<file path="src/assert_macros.svh">
// Concurrent assertion macros for the deque RTL.
// Define NO_ASSERTIONS to compile them out.
`ifndef ASSERT_MACROS_SVH
`define ASSERT_MACROS_SVH
`ifndef NO_ASSERTIONS
`define DQ_ASSERT(label, clk, rst_n, prop, msg) \
    label: assert property (@(posedge clk) disable iff (!rst_n) (prop)) else $error(msg);
`define DQ_ASSERT_NEXT(label, clk, rst_n, ante, cons, msg) \
    label: assert property (@(posedge clk) disable iff (!rst_n) (ante) |=> (cons)) \
        else $error(msg);
`else
`define DQ_ASSERT(label, clk, rst_n, prop, msg)
`define DQ_ASSERT_NEXT(label, clk, rst_n, ante, cons, msg)
`endif
`endif

</file>
<file path="src/dq_pkg.sv">
// Shared types and codes for the double-ended queue.
// No dependencies.
`timescale 1ns / 1ps
package dq_pkg;

    localparam int DQ_DEPTH    = 8;
    localparam int QUEUE_DEPTH = 2;
    localparam int WORD_W      = 32;

    localparam logic [1:0] CMD_PUSH_FRONT = 2'd0;
    localparam logic [1:0] CMD_PUSH_REAR  = 2'd1;
    localparam logic [1:0] CMD_POP_FRONT  = 2'd2;
    localparam logic [1:0] CMD_POP_REAR   = 2'd3;

    localparam logic [1:0] ST_OK    = 2'd0;
    localparam logic [1:0] ST_FULL  = 2'd1;
    localparam logic [1:0] ST_EMPTY = 2'd2;

    typedef struct packed {
        logic [1:0]               command;
        logic signed [WORD_W-1:0] value;
    } t_dq_in;

    typedef struct packed {
        logic signed [WORD_W-1:0] popped;
        logic [1:0]               status;
    } t_dq_out;

    typedef struct packed {
        logic              wr_en;
        logic              rd_en;
        logic [1:0]        status;
        logic [WORD_W-1:0] value;
    } t_dq_op;

    localparam int OP_W = $bits(t_dq_op);

endpackage

</file>
<file path="src/double_ended_queue.sv">
// Double-ended queue of signed words: front classifier, short queue, executor.
// A command's operation is held in the short queue; its result is then registered in the executor.
// Throughput: one command per cycle while the output is not held off; the executor's single slot-memory port sets it.
// Reset clears head, occupancy and all handshake state; slot storage is not cleared.
// Depends on dq_pkg, dq_front, dq_fifo, dq_back and assert_macros.svh.
`timescale 1ns / 1ps
`include "assert_macros.svh"
module double_ended_queue import dq_pkg::*; #(
    parameter int DEPTH = DQ_DEPTH
) (
    input  logic    i_clk,
    input  logic    i_rst_n,
    input  logic    i_in_valid,
    output logic    o_in_ready,
    input  t_dq_in  i_in_item,
    output logic    o_out_valid,
    input  logic    i_out_ready,
    output t_dq_out o_out_item
);
    localparam int AW = $clog2(DEPTH);
    localparam int QW = AW + OP_W;

    logic          w_f_valid, w_f_ready;
    logic [AW-1:0] w_f_addr;
    t_dq_op        w_f_op;
    logic          w_q_valid, w_q_ready;
    logic [QW-1:0] w_q_data;
    logic [AW-1:0] w_q_addr;
    t_dq_op        w_q_op;
    logic          w_in_take;

    assign w_in_take = i_in_valid && o_in_ready;

    dq_front #(.DEPTH(DEPTH)) u_front (
        .i_clk   (i_clk),
        .i_rst_n (i_rst_n),
        .i_valid (i_in_valid),
        .o_ready (o_in_ready),
        .i_item  (i_in_item),
        .o_valid (w_f_valid),
        .i_ready (w_f_ready),
        .o_addr  (w_f_addr),
        .o_op    (w_f_op)
    );

    dq_fifo #(.WIDTH(QW)) u_fifo (
        .i_clk   (i_clk),
        .i_rst_n (i_rst_n),
        .i_valid (w_f_valid),
        .o_ready (w_f_ready),
        .i_data  ({w_f_addr, w_f_op}),
        .o_valid (w_q_valid),
        .i_ready (w_q_ready),
        .o_data  (w_q_data)
    );

    assign w_q_addr = w_q_data[QW-1 -: AW];
    assign w_q_op   = t_dq_op'(w_q_data[OP_W-1:0]);

    dq_back #(.DEPTH(DEPTH)) u_back (
        .i_clk   (i_clk),
        .i_rst_n (i_rst_n),
        .i_valid (w_q_valid),
        .o_ready (w_q_ready),
        .i_addr  (w_q_addr),
        .i_op    (w_q_op),
        .o_valid (o_out_valid),
        .i_ready (i_out_ready),
        .o_item  (o_out_item)
    );

    `DQ_ASSERT(a_refused_zero, i_clk, i_rst_n, !(o_out_valid && o_out_item.status != ST_OK) || o_out_item.popped == '0, "refused command returned a nonzero word")
    `DQ_ASSERT(a_read_only_ok, i_clk, i_rst_n, !(w_q_valid && w_q_op.rd_en) || w_q_op.status == ST_OK, "slot read queued for a refused pop")
    `DQ_ASSERT(a_no_rd_and_wr, i_clk, i_rst_n, !(w_q_valid && w_q_op.rd_en && w_q_op.wr_en), "queued operation both reads and writes")
    `DQ_ASSERT_NEXT(a_item_kept, i_clk, i_rst_n, w_in_take, w_q_valid || o_out_valid, "accepted item lost")

endmodule

</file>
<file path="src/dq_fifo.sv">
// Short queue that decouples the classifier from the executor.
// Depends on dq_pkg for its depth.
`timescale 1ns / 1ps
module dq_fifo import dq_pkg::*; #(
    parameter int WIDTH = OP_W
) (
    input  logic             i_clk,
    input  logic             i_rst_n,
    input  logic             i_valid,
    output logic             o_ready,
    input  logic [WIDTH-1:0] i_data,
    output logic             o_valid,
    input  logic             i_ready,
    output logic [WIDTH-1:0] o_data
);
    localparam int QAW = (QUEUE_DEPTH > 1) ? $clog2(QUEUE_DEPTH) : 1;
    localparam int QCW = $clog2(QUEUE_DEPTH + 1);

    logic [WIDTH-1:0] r_buf [QUEUE_DEPTH];
    logic [QAW-1:0]   r_wr_ptr, n_wr_ptr;
    logic [QAW-1:0]   r_rd_ptr, n_rd_ptr;
    logic [QCW-1:0]   r_count,  n_count;
    logic             w_push, w_pop;

    assign o_ready = r_count != QCW'(QUEUE_DEPTH);
    assign o_valid = r_count != '0;
    assign o_data  = r_buf[r_rd_ptr];
    assign w_push  = i_valid && o_ready;
    assign w_pop   = o_valid && i_ready;

    always_comb begin
        n_wr_ptr = r_wr_ptr;
        n_rd_ptr = r_rd_ptr;
        n_count  = r_count;
        if (w_push) begin
            n_wr_ptr = (r_wr_ptr == QAW'(QUEUE_DEPTH - 1)) ? '0 : r_wr_ptr + 1'b1;
        end
        if (w_pop) begin
            n_rd_ptr = (r_rd_ptr == QAW'(QUEUE_DEPTH - 1)) ? '0 : r_rd_ptr + 1'b1;
        end
        if (w_push && !w_pop) begin
            n_count = r_count + 1'b1;
        end else if (w_pop && !w_push) begin
            n_count = r_count - 1'b1;
        end
    end

    always_ff @(posedge i_clk) begin
        if (!i_rst_n) begin
            r_wr_ptr <= '0;
            r_rd_ptr <= '0;
            r_count  <= '0;
        end else begin
            r_wr_ptr <= n_wr_ptr;
            r_rd_ptr <= n_rd_ptr;
            r_count  <= n_count;
        end
    end

    always_ff @(posedge i_clk) begin
        if (w_push) begin
            r_buf[r_wr_ptr] <= i_data;
        end
    end

endmodule

</file>
<file path="src/dq_front.sv">
// Front end: accepts commands, tracks head and occupancy, classifies each item.
// Depends on dq_pkg for command, status and operation types.
`timescale 1ns / 1ps
module dq_front import dq_pkg::*; #(
    parameter int DEPTH = DQ_DEPTH
) (
    input  logic                      i_clk,
    input  logic                      i_rst_n,
    input  logic                      i_valid,
    output logic                      o_ready,
    input  t_dq_in                    i_item,
    output logic                      o_valid,
    input  logic                      i_ready,
    output logic [$clog2(DEPTH)-1:0]  o_addr,
    output t_dq_op                    o_op
);
    localparam int AW = $clog2(DEPTH);
    localparam int CW = $clog2(DEPTH + 1);
    localparam int SW = CW + 1;

    logic [AW-1:0] r_head, n_head;
    logic [CW-1:0] r_occ,  n_occ;
    logic          w_take, w_full, w_empty;
    logic [SW-1:0] w_rear_sum;
    logic [AW-1:0] w_rear_wr, w_rear_rd, w_head_inc, w_head_dec;

    function automatic logic [AW-1:0] wrap(input logic [SW-1:0] s);
        return (s >= SW'(DEPTH)) ? AW'(s - SW'(DEPTH)) : AW'(s);
    endfunction

    assign o_valid    = i_valid;
    assign o_ready    = i_ready;
    assign w_take     = i_valid && i_ready;
    assign w_full     = r_occ == CW'(DEPTH);
    assign w_empty    = r_occ == '0;
    assign w_rear_sum = SW'(r_head) + SW'(r_occ);
    assign w_rear_wr  = wrap(w_rear_sum);
    assign w_rear_rd  = wrap(w_rear_sum - 1'b1);
    assign w_head_inc = wrap(SW'(r_head) + 1'b1);
    assign w_head_dec = (r_head == '0) ? AW'(DEPTH - 1) : r_head - 1'b1;

    always_comb begin
        n_head      = r_head;
        n_occ       = r_occ;
        o_addr      = r_head;
        o_op.wr_en  = 1'b0;
        o_op.rd_en  = 1'b0;
        o_op.status = ST_OK;
        o_op.value  = i_item.value;
        case (i_item.command)
            CMD_PUSH_FRONT: begin
                if (w_full) begin
                    o_op.status = ST_FULL;
                end else begin
                    o_addr     = w_head_dec;
                    o_op.wr_en = 1'b1;
                    n_head     = w_head_dec;
                    n_occ      = r_occ + 1'b1;
                end
            end
            CMD_PUSH_REAR: begin
                if (w_full) begin
                    o_op.status = ST_FULL;
                end else begin
                    o_addr     = w_rear_wr;
                    o_op.wr_en = 1'b1;
                    n_occ      = r_occ + 1'b1;
                end
            end
            CMD_POP_FRONT: begin
                if (w_empty) begin
                    o_op.status = ST_EMPTY;
                end else begin
                    o_addr     = r_head;
                    o_op.rd_en = 1'b1;
                    n_head     = w_head_inc;
                    n_occ      = r_occ - 1'b1;
                end
            end
            default: begin
                if (w_empty) begin
                    o_op.status = ST_EMPTY;
                end else begin
                    o_addr     = w_rear_rd;
                    o_op.rd_en = 1'b1;
                    n_occ      = r_occ - 1'b1;
                end
            end
        endcase
    end

    always_ff @(posedge i_clk) begin
        if (!i_rst_n) begin
            r_head <= '0;
            r_occ  <= '0;
        end else if (w_take) begin
            r_head <= n_head;
            r_occ  <= n_occ;
        end
    end

endmodule

</file>
<file path="src/dq_back.sv">
// Back end: carries out slot writes and reads, holds the result item.
// Depends on dq_pkg for operation and result types.
`timescale 1ns / 1ps
module dq_back import dq_pkg::*; #(
    parameter int DEPTH = DQ_DEPTH
) (
    input  logic                      i_clk,
    input  logic                      i_rst_n,
    input  logic                      i_valid,
    output logic                      o_ready,
    input  logic [$clog2(DEPTH)-1:0]  i_addr,
    input  t_dq_op                    i_op,
    output logic                      o_valid,
    input  logic                      i_ready,
    output t_dq_out                   o_item
);
    logic [WORD_W-1:0] r_slots [DEPTH];
    logic [WORD_W-1:0] r_rd_data;
    logic              r_rd_en;
    logic [1:0]        r_status;
    logic              r_out_valid;
    logic              w_take;

    assign o_ready       = !r_out_valid || i_ready;
    assign w_take        = i_valid && o_ready;
    assign o_valid       = r_out_valid;
    assign o_item.popped = r_rd_en ? r_rd_data : '0;
    assign o_item.status = r_status;

    always_ff @(posedge i_clk) begin
        if (!i_rst_n) begin
            r_out_valid <= 1'b0;
        end else if (w_take) begin
            r_out_valid <= 1'b1;
        end else if (i_ready) begin
            r_out_valid <= 1'b0;
        end
    end

    always_ff @(posedge i_clk) begin
        if (w_take) begin
            r_rd_en  <= i_op.rd_en;
            r_status <= i_op.status;
        end
    end

    always_ff @(posedge i_clk) begin
        if (w_take && i_op.wr_en) begin
            r_slots[i_addr] <= i_op.value;
        end
        if (w_take && i_op.rd_en) begin
            r_rd_data <= r_slots[i_addr];
        end
    end

endmodule

</file>
<file path="config.mk">
export PLATFORM = sky130hd
export DESIGN_NAME = double_ended_queue
export DESIGN_NICKNAME = d
export VERILOG_FILES = /design/src/dq_pkg.sv /design/src/double_ended_queue.sv /design/src/dq_fifo.sv /design/src/dq_front.sv /design/src/dq_back.sv
export VERILOG_INCLUDE_DIRS = /design/src /design/src/src
export SDC_FILE = /design/constraint.sdc
export NUM_CORES = 1
export LEC_CHECK = 0
export ABC_AREA = 1
export BUFFER_PORTS_ARGS = -buffer_cell sky130_fd_sc_hd__clkbuf_2
export CAP_MARGIN = 10
export CORE_MARGIN = 5
export CORE_UTILIZATION = 57
export CTS_BUF_LIST = sky130_fd_sc_hd__clkbuf_4
export DETAILED_ROUTE_END_ITERATION = 8
export PLACE_DENSITY = 0.88
export RECOVER_POWER = 50
export REMOVE_ABC_BUFFERS = 1
export SLEW_MARGIN = 20
export SYNTH_ARGS = -nofsm -noshare
export SYNTH_HDL_FRONTEND = slang
export SYNTH_SLANG_ARGS = --single-unit
</file>
<file path="constraint.sdc">
create_clock -name i_clk -period 4.9 [get_ports i_clk]
set_clock_uncertainty 0.1 [all_clocks]
set_input_delay 0.245 -clock i_clk [delete_from_list [all_inputs] [get_ports i_clk]]
set_output_delay 0.245 -clock i_clk [all_outputs]
set_load 0.01 [all_outputs]
</file>
### After elaboration in Yosys (flattened, before gate mapping)

Memories as Yosys holds them, arrays and structs flattened. A register that Yosys moved wholly into a read port is not among the register bits.
Index checks and enable logic that the tools add are counted.

| storage, ports and cells | value |
|---|---|
| flip-flop bits (word level) | 15 |
| memory bits (writable) | 334 |
| output and inout bits | 36 |
| word-level logic and storage cells | 86 |
| memories | 2 |

| operators by class | value |
|---|---|
| add/sub/neg operators | 13 |
| $lt $le $gt $ge | 3 |
| equal/unequal tests | 7 |
| mux-type cells | 33 |
| reduce and logical (&&, ||, !) cells | 20 |

Memory list:

| memory | depth | bits a word | rd ports | clocked after memory_dff | wr ports | RTL line | text |
|---|---|---|---|---|---|---|---|
| u_back.r_slots | 8 | 32 | 1 | 1 | 1 | dq_back.sv:17 | `logic [WORD_W-1:0] r_slots [DEPTH];` |
| u_fifo.r_buf | 2 | 39 | 1 | 1 | 1 | dq_fifo.sv:19 | `logic [WIDTH-1:0] r_buf [QUEUE_DEPTH];` |

Operators with widths:

| cell | count |
|---|---|
| $mux 32 | 1 |
| $mux 3 | 8 |
| $mux 1 | 15 |
| $mux 4 | 3 |
| $sub 3x1->3 const B | 4 |
| $ge 5x4->1 const B | 2 |
| $pmux 3 s3 | 1 |
| $mux 2 | 4 |
| $ne 2x2->1 const B | 4 |
| $reduce_bool 2->1 | 4 |
| $logic_and 1x1->1 | 6 |
| $pmux 3 s2 | 1 |
| $reduce_and 3->1 | 2 |
| $add 3x4->5 | 1 |
| $sub 5x1->5 const B | 1 |
| $add 3x1->4 const B | 1 |
| $add 4x1->4 const B | 1 |
| $eq 4x4->1 const B | 1 |
| $ge 4x4->1 const B | 1 |
| $logic_not 4->1 | 1 |
| $sub 4x1->4 const B | 1 |
| $logic_not 1->1 | 3 |
| $logic_not 3->1 | 1 |
| $add 1x1->1 const B | 2 |
| 7 further kinds | 7 |

### Longest topological paths before layout

Gate-level depths: netlist of run 1.

| logic depth | value |
|---|---|
| word-level depth | 6 |
| gate-level depth with buffers | 12 |

### By module

A second synthesis of run 1 with hierarchy kept.

| unflattened totals | value |
|---|---|
| cell total of the unflattened synthesis | 1,432 |
| area, all modules | 16,191.8 um^2 |

Modules (own cells, without submodules):

| module | times used | cells each | area an instance (um^2) | sequential area each (um^2) |
|---|---|---|---|---|
| dq_back | 1 | 1,105 | 11,947.7 | 8,758.4 |
| dq_fifo | 1 | 158 | 3,100.5 | 2,442.3 |
| dq_front | 1 | 169 | 1,143.6 | 140.1 |

### Worst setup path after synthesis of run 1

OpenSTA, ideal clock, no wires.

| timing path | value |
|---|---|
| kind | flip-flop to flip-flop |
| from | register (tool-made name) |
| to | memory u_back.r_slots[5][0], enable pin |
| data arrival time | 4.205 ns |
| slack | 0.094 ns |
| cell stages (with the launch flop) | 8 |
| path buffers | 2 |
| cells stage by stage | dfxtp_1 > inv_2 > or2_1 > o21ai_2 > inv_2 > buf_2 > buf_2 > nor4_1 |

RTL lines:

| what | RTL line |
|---|---|
| end, declared | dq_back.sv:17 |

==> results of run 1 <==
[logic make-up (layout without fill, tap and decap cells)]
kind of cell    Yosys count  count (layout)
compound gates           27              27
xor+xnor                  3               3
fa+ha+maj                10              10
buf+inv                 134             373
flops                   382             382
other cells               0               1
simple gates            920             920
[final cells by class]
class                           count  area, um2  area share
Sequential cell                   382      11300       0.629
Clock buffer                      135       1010      0.0562
Inverter                           71        268      0.0149
Multi-Input combinational cell    960       3910       0.217
Tap cell                          341        427      0.0237
Clock inverter                     26        133     0.00736
Timing Repair Buffer              141        932      0.0517
Antenna cell                        1       2.50    0.000139
[sequential cells by signal, indices dropped and copies added, names as in the netlist, 2 cells and up, named ones only]
signal	count
u_back.r_rd_data	32
u_front.r_head	3
u_fifo.r_buf	78
u_front.r_occ	4
u_back.r_slots	256
u_fifo.r_count	2
u_back.r_status	2
[report_power, final]
group,internal [uW],switching [uW]
sequential,4470,154
combinational,892,2620
clock,1310,1200
[how the worst max path moves through the flow]
stage,depth (start not counted),endpoint,slack [ns],startpoint
4_1_cts,6,u_back.r_slots[0][20],1.81,flip-flop
2_1_floorplan,5,u_back.r_slots[3][0],-2.54,flip-flop
3_3_place_gp,6,u_back.r_slots[0][10],1.92,flip-flop
5_1_grt,4,o_out_item[15],1.27,u_back.r_rd_en
6_report,4,o_out_item[15],1.51,u_back.r_rd_en
3_5_place_dp,6,u_back.r_slots[0][31],1.82,flip-flop
[per-layer routing]
layer / up-vias / part of all wire / wire, um / track usage
met1: 5162 / 0.38 / 13400 / 0.277
li1: 5195 / - / - / -
met3: 98 / 0.083 / 2940 / 0.0561
met5: - / 0 / 0 / 0
met2: 610 / 0.51 / 18100 / 0.400
met4: 0 / 0.030 / 1080 / 0.0997
[timing repair]
item | CTS | global route
hold buffers | 40 | 0
hold endpoints to repair | 79 | 0
setup endpoints to repair | 0 | 0
[placed cells by master (no fill, tap or decap)]
cell and instances:
diode_2 1, clkinv_2 2, nor4_2 6, buf_4 24, xnor2_1 1, nor2_1 11, dlygate4sd3_1 40, clkbuf_2 18
o21ai_0 9, o21ai_1 1, nand3_1 20, bufinv_16 1, or2_1 2, dfxtp_1 13, clkinv_1 18, nand4_1 4
clkinvlp_4 2, o21ai_4 2, xor2_1 2, or2_2 1, buf_16 1, buf_12 1, a21boi_0 1, inv_2 6
clkbuf_4 135, edfxtp_1 369, nor2_4 4, a21oi_1 14, ha_1 8, fa_1 2, clkbuf_1 57, nand2_4 1
nand2_1 871, inv_1 68
[stage by stage]
stage / hold WS (ns) / std cells
floorplan: 0.244 / 1413
global placement: 0.336 / 1854
detailed placement: 0.338 / 1855
CTS: 0.105 / 2056
global route: 0.106 / 2057
finish: 0.158 / 2057
==> run metrics, run 1 <==
status finished, violations left; failing checks max-capacitance violations, max-slew violations; pre-CTS WS 1.82 ns; post-synth top area cell edfxtp_1; Die Area ~0.031 mm2; hold_sp i_in_item[18]; Max stage delay cell, worst path clkbuf_1; Die Ht 176 um; First-pass DRT Iterations 6; Power Density 591 mW/mm2; number of setup violations in the final report 0; Post-synth EDFFs 369; wire per inst about 17 um; r2r worst-path depth 6; initial antenna violation count 1; fin. max-slew vios 46; WHS Endpoint u_fifo.r_buf[1][18]; Layout area overhead 14.8%; Synth Area in XOR/XNOR 0.00167; total number of vias 11,065; dominant cells by area after synthesis edfxtp_1 (71%), nand2_1 (21%), dfxtp_1 (1.7%); largest family of logic cells by synthesized area simple AND/OR/NAND/NOR gates; Clk Latency, worst-skew pair just over 0.7 ns; antenna viol nets, final 0; post-route clock period utilization 0.693; Post-layout nets 1,698; Worst Slack Setup Final 1.51 ns; final hold violation count 0; Synth Area in Adders 0.00893; Overall Power 10,700 uW; fin area approximately 0.018 mm2; Max-slew headroom -0.271; Die X approximately 180 um; Routed Wire Length 35.5 mm; CORE AREA roughly 0.027 mm2; maximum clock path buffer count 3; PortBufs 73; synthesized cell area 0.0157 mm2; CTS tree built; Worst Path Buf+Inv 3; CTS HTree Levels 3; CP endpoint kind output pin; initial core utilization 0.581; GPL Wtd Cong 0.892; startpoint types flip-flop; top-area cell type share of the netlist area 0.706; clock transition at the registers of the reported paths 0.06 ns; final core utilization 0.667; Post-CTS Setup Repair Bufs 0; DPL Wire Length 20.9 mm; maxcap violations 2; Post-DP Area 0.0166 mm2; CP Cell Sequence clkbuf_1 -> nand2_1 -> inv_1 -> clkbuf_2; grt ovf 0; largest net degree at the start of global routing 116; synth warn 0; FF-to-FF End u_back.r_slots[3][31]; WP data arrival 3.05 ns; setup_tns 0 ns; Slew @ Worst Pin 1.91 ns; fmax 0.295 GHz; Worst Path Class, Setup reg2out; overall routing resource usage 0.231; top cells by count, synth nand2_1 (871), edfxtp_1 (369), inv_1 (67); Fillers 1,916; Synth cell types 25; layout cell share with drive strength beyond 1 0.119; sequential area share after synthesis 0.722; Synth Area per Inst 10.6 um2; mux cell area share after synthesis 0; Gate Count Post-Synth 1,476; compound-gate portion of the synthesized area 0.00924; r2r setup slk between 1.5 and 2 ns; Async SR Flop Fraction 0; CTS sink count ~380; root buf cell clkbuf_4; hold-critical path depth 2; Vias per Instance 5.38; Post-CTS Resized 0; LEAKAGE 0.00778 uW; vias in the first global route between 10,000 and 15,000; synthesized flop and latch total 382; Max Fanout on Critical Path 32; RSZ-0062 raised after global routing no; top-count cell post-synth nand2_1; crit path time final roughly 3.4 ns; Main synth FF type edfxtp_1; Largest delay share family, worst path buffers and inverters; # DRC 0; crit-path max cell delay around 1.4 ns; post-synthesis simple-gate area fraction 0.224; worst hold-check path type in2reg; Ports 74; VDD IR max 0.000379 V; total CTS buffers 94; drt initial violations 957; Required @ worst endpoint 4.55 ns; Rows 60; first-pass GRT wire length 56.5 mm
Power figures use the tool's default switching activity.
==> inputs of run 2 (changes only) <==
- ABC_AREA: 1 -> 0
- PLACE_DENSITY: 0.88 -> 0.85
- clock period: 4.9 -> 3.2 ns (I/O delays scaled with it)
==> run 2 against run 1 <==
The flow still finishes with violations (max-capacitance violations, max-slew violations); via count decreased by 15%; area after synthesis down 4.1%; flip-flop and latch count did not move; clock-buffer cell count increased by 1; critical path depth increased by 1; sequential share of layout area is 1.8 points higher; cell area down 2.8%; die area shrank 3.8%; total power up 43%; global-route usage rose by 0.083 points; final cell count decreased by 27%; critical endpoint is now u_back.r_rd_data[23]; largest power group unchanged; highest routed layer is now met5.
==> run metrics, run 2 <==
drt initial violations 967 (+1.0%); antenna viol nets, final 0 (unchanged); VDD IR max 0.000398 V (+5.0%); failing checks max-capacitance violations, max-slew violations; Slew @ Worst Pin 1.52 ns (-0.387 ns); Worst Path Class, Setup reg2reg; Flop pwr share 0.456 (+0.022); Power Internal 10,300 uW (+54%); Die Ht 173 um (-1.9%); number of setup violations in the final report 0 (unchanged); Power Density 870 mW/mm2 (+47%); Async SR Flop Fraction 0 (unchanged); startpoint types flip-flop; synthesized flop and latch total 382 (unchanged); Fillers 1,601 (-16%); most frequent cells in the layout edfxtp_1 (369), clkbuf_4 (136), nand2_1 (49), clkbuf_2 (44); mux cell area share after synthesis 0.0704 (+0.0704); total number of vias 9,432 (-15%); maxcap violations 1 (-1); Gate Count Post-Synth 907 (-39%); DPL Wire Length 20.1 mm (-4.0%); Max stage delay cell, worst path dfxtp_1; # DRC 0 (unchanged); Post-layout nets 1,152 (-32%); wire per inst 23.2 um (+35%); grt ovf 0 (unchanged); CORE AREA 0.0261 mm2 (-3.6%); status finished, violations left; Max Fanout on Critical Path 16 (-50%); Rows 59 (-1.7%); multi-input logic area 0.00345 mm2 (-12%); Layout area overhead 16.4%; CTS sink count 382 (unchanged); Ports 74 (unchanged); post-synthesis simple-gate area fraction 0.0661 (-0.158); hold-critical path depth 2 (unchanged); Largest delay share family, worst path simple AND/OR/NAND/NOR gates; LEAKAGE 0.00603 uW (-23%); initial antenna violation count 2 (+1); CP Cell Sequence buf_4 -> and3b_1 -> or2_1 -> a221oi_1 -> o22ai_1; Post-CTS Hold Fix Bufs 39 (-2.5%); clock network fraction of design power 0.261 (+0.025); Min Hold Slack 0.0727 ns (-0.0855 ns); Main synth FF type edfxtp_1; Synth Area in XOR/XNOR 0.00498 (+0.00331); Post-CTS Resized 0 (unchanged); Post-synth EDFFs 369 (unchanged); Psw 4960 uW (+24%); initial core utilization 0.578 (-0.00288); clock transition at the registers of the reported paths 0.08 ns (+0.02 ns); total CTS buffers 91 (-3.2%); r2r worst-path depth 5 (-1); synthesized cell area 0.0151 mm2 (-4.1%); top-area cell type share of the netlist area 0.736 (+0.0298); Sequential Area 0.0113 mm2 (unchanged); PortBufs 73 (unchanged); final core utilization 0.673 (+0.00560); crit-path max cell delay 0.62 ns (-0.75 ns); overall routing resource usage 0.232 (+0.000831); fmax 0.346 GHz; maximum clock path buffer count 3 (unchanged); Required @ worst endpoint 3.53 ns (-1.02 ns); GPL Wtd Cong 0.854 (-4.2%); Worst Path Buf+Inv 1 (-2); Synth cell types 62 (+150%); fin. max-slew vios 33 (-28%); most common cell after layout, fill and taps aside edfxtp_1; post-route clock period utilization 0.904; vias in the first global route 9,641 (-16%); Clk Latency, worst-skew pair 0.73 ns (about the same); compound-gate portion of the synthesized area 0.0741 (+0.0648); Routed Wire Length 35.0 mm (-1.4%); CTS tree built; Die Area 0.0298 mm2 (-3.8%); top cells by count, synth edfxtp_1 (369), mux2_2 (58), nand2_1 (49); Post-CTS Setup Repair Bufs 0 (unchanged); max FFs per register 256 (unchanged); RSZ-0062 raised after global routing no; CP endpoint kind flip-flop; Die X 173 um (-1.9%); Gate power share 0.283 (-0.047); layout cell share with drive strength beyond 1 0.250 (+0.131); CTS HTree Levels 3 (unchanged); sequential area share after synthesis 0.753 (+0.0305); WP depth 5 (+1); switching share of total power 0.325 (-0.0485); Synth Area per Inst 16.6 um2 (+56%); root buf cell clkbuf_4; final hold violation count 0 (unchanged); Top Registers u_back.r_slots x256, u_fifo.r_buf x78, u_back.r_rd_data x32; First-pass DRT Iterations 6 (unchanged); post-synth top area cell edfxtp_1; top-count cell post-synth edfxtp_1; Synth Area in Adders 0.00930 (+0.000377); Reg with most FFs u_back.r_slots; synth warn 0 (unchanged); Max-slew headroom -0.0132 (+0.258); first-pass GRT wire length 54.3 mm (-3.9%); worst hold-check path type in2reg; largest net degree at the start of global routing 40 (-66%); dominant cells by area after synthesis edfxtp_1 (74%), mux2_2 (4.3%), a221oi_1 (2.4%); Vias per Instance 6.26 (+16%); crit path time final 2.89 ns; WP data arrival 3.22 ns (+0.17 ns); largest family of logic cells by synthesized area compound AO/OA/AOI/OAI gates
[run 2: cell types whose count changed in the layout (fill, tap and decap cells not counted), moves of 26 or more]
cell and delta:
mux2_2 +26, and2_0 +27, nand2_1 -822, inv_1 -52
clkbuf_1 -26, clkbuf_2 +26, mux2_1 +33, a21oi_1 +28
a221oi_1 +42
[run 2: metal layers]
metal | GRT usage | part of all wire
met5 | 0 | 0.00040
met2 | 0.382 | 0.49
met3 | 0.0600 | 0.11
met1 | 0.296 | 0.36
met4 | 0.0934 | 0.035
[run 2: per-stage QoR]
step / cells / setup slack [ns] / instance area (um2) / setup TNS (ns) / power [uW]
2_1_floorplan: 856 / -2.92 / 14800 / -548.64 / 9570
3_3_place_gp: 1307 / 0.629 / 16000 / 0 / 11000
3_5_place_dp: 1307 / 0.553 / 16000 / 0 / 11300
4_1_cts: 1505 / 0.418 / 17600 / 0 / 15300
5_1_grt: 1506 / 0.154 / 17500 / 0 / 16000
6_report: 1506 / 0.308 / 17500 / 0 / 15300
[run 2: kinds of logic (layout without fill, tap and decap cells)]
| logic type | Yosys count | after routing |
|---|---|---|
| AND/OR/NAND/NOR | 195 | 195 |
| AO/OA/AOI/OAI | 158 | 158 |
| other | 0 | 1 |
| multiplexers | 87 | 87 |
| XOR/XNOR | 7 | 7 |
| flip-flops | 382 | 382 |
| buffers and inverters | 68 | 331 |
| adder cells (fa/ha/maj) | 10 | 10 |
[run 2: worst reg2reg max path, stage by stage (launching register included)]
cell and delay, ns:
dfxtp_1 0.62, buf_4 0.36, and3b_1 0.25, or2_1 0.52, a221oi_1 0.57, o22ai_1 0.19
[run 2: power groups by stage]
stage	logic, uW	registers [uW]	clock network, uW
after global routing	4620	7000	4340
after detailed placement	4230	7030	0
final	4310	6950	3990
after floorplan	2570	7000	0
after CTS	4320	6930	4010
after global placement	4050	7000	0
[run 2: path summary, 6_finish.rpt]
kind                               end  slack [ns]             from
hold reg to reg              flip-flop        0.40  u_fifo.r_rd_ptr
setup reg to reg  u_back.r_rd_data[23]        0.31        flip-flop
setup / recovery  u_back.r_rd_data[23]        0.31        flip-flop
hold / removal     u_fifo.r_buf[0][26]        0.07    i_in_item[26]
[run 2: area by class of cell]
class	instances	area share
clock buffers	136	0.0582
repair buffers	155	0.0617
flip-flops and latches	382	0.647
well taps	335	0.0239
multi-input cells	457	0.197
clock inverters	23	0.00878
inverters	17	0.00364
diodes	1	0.000143
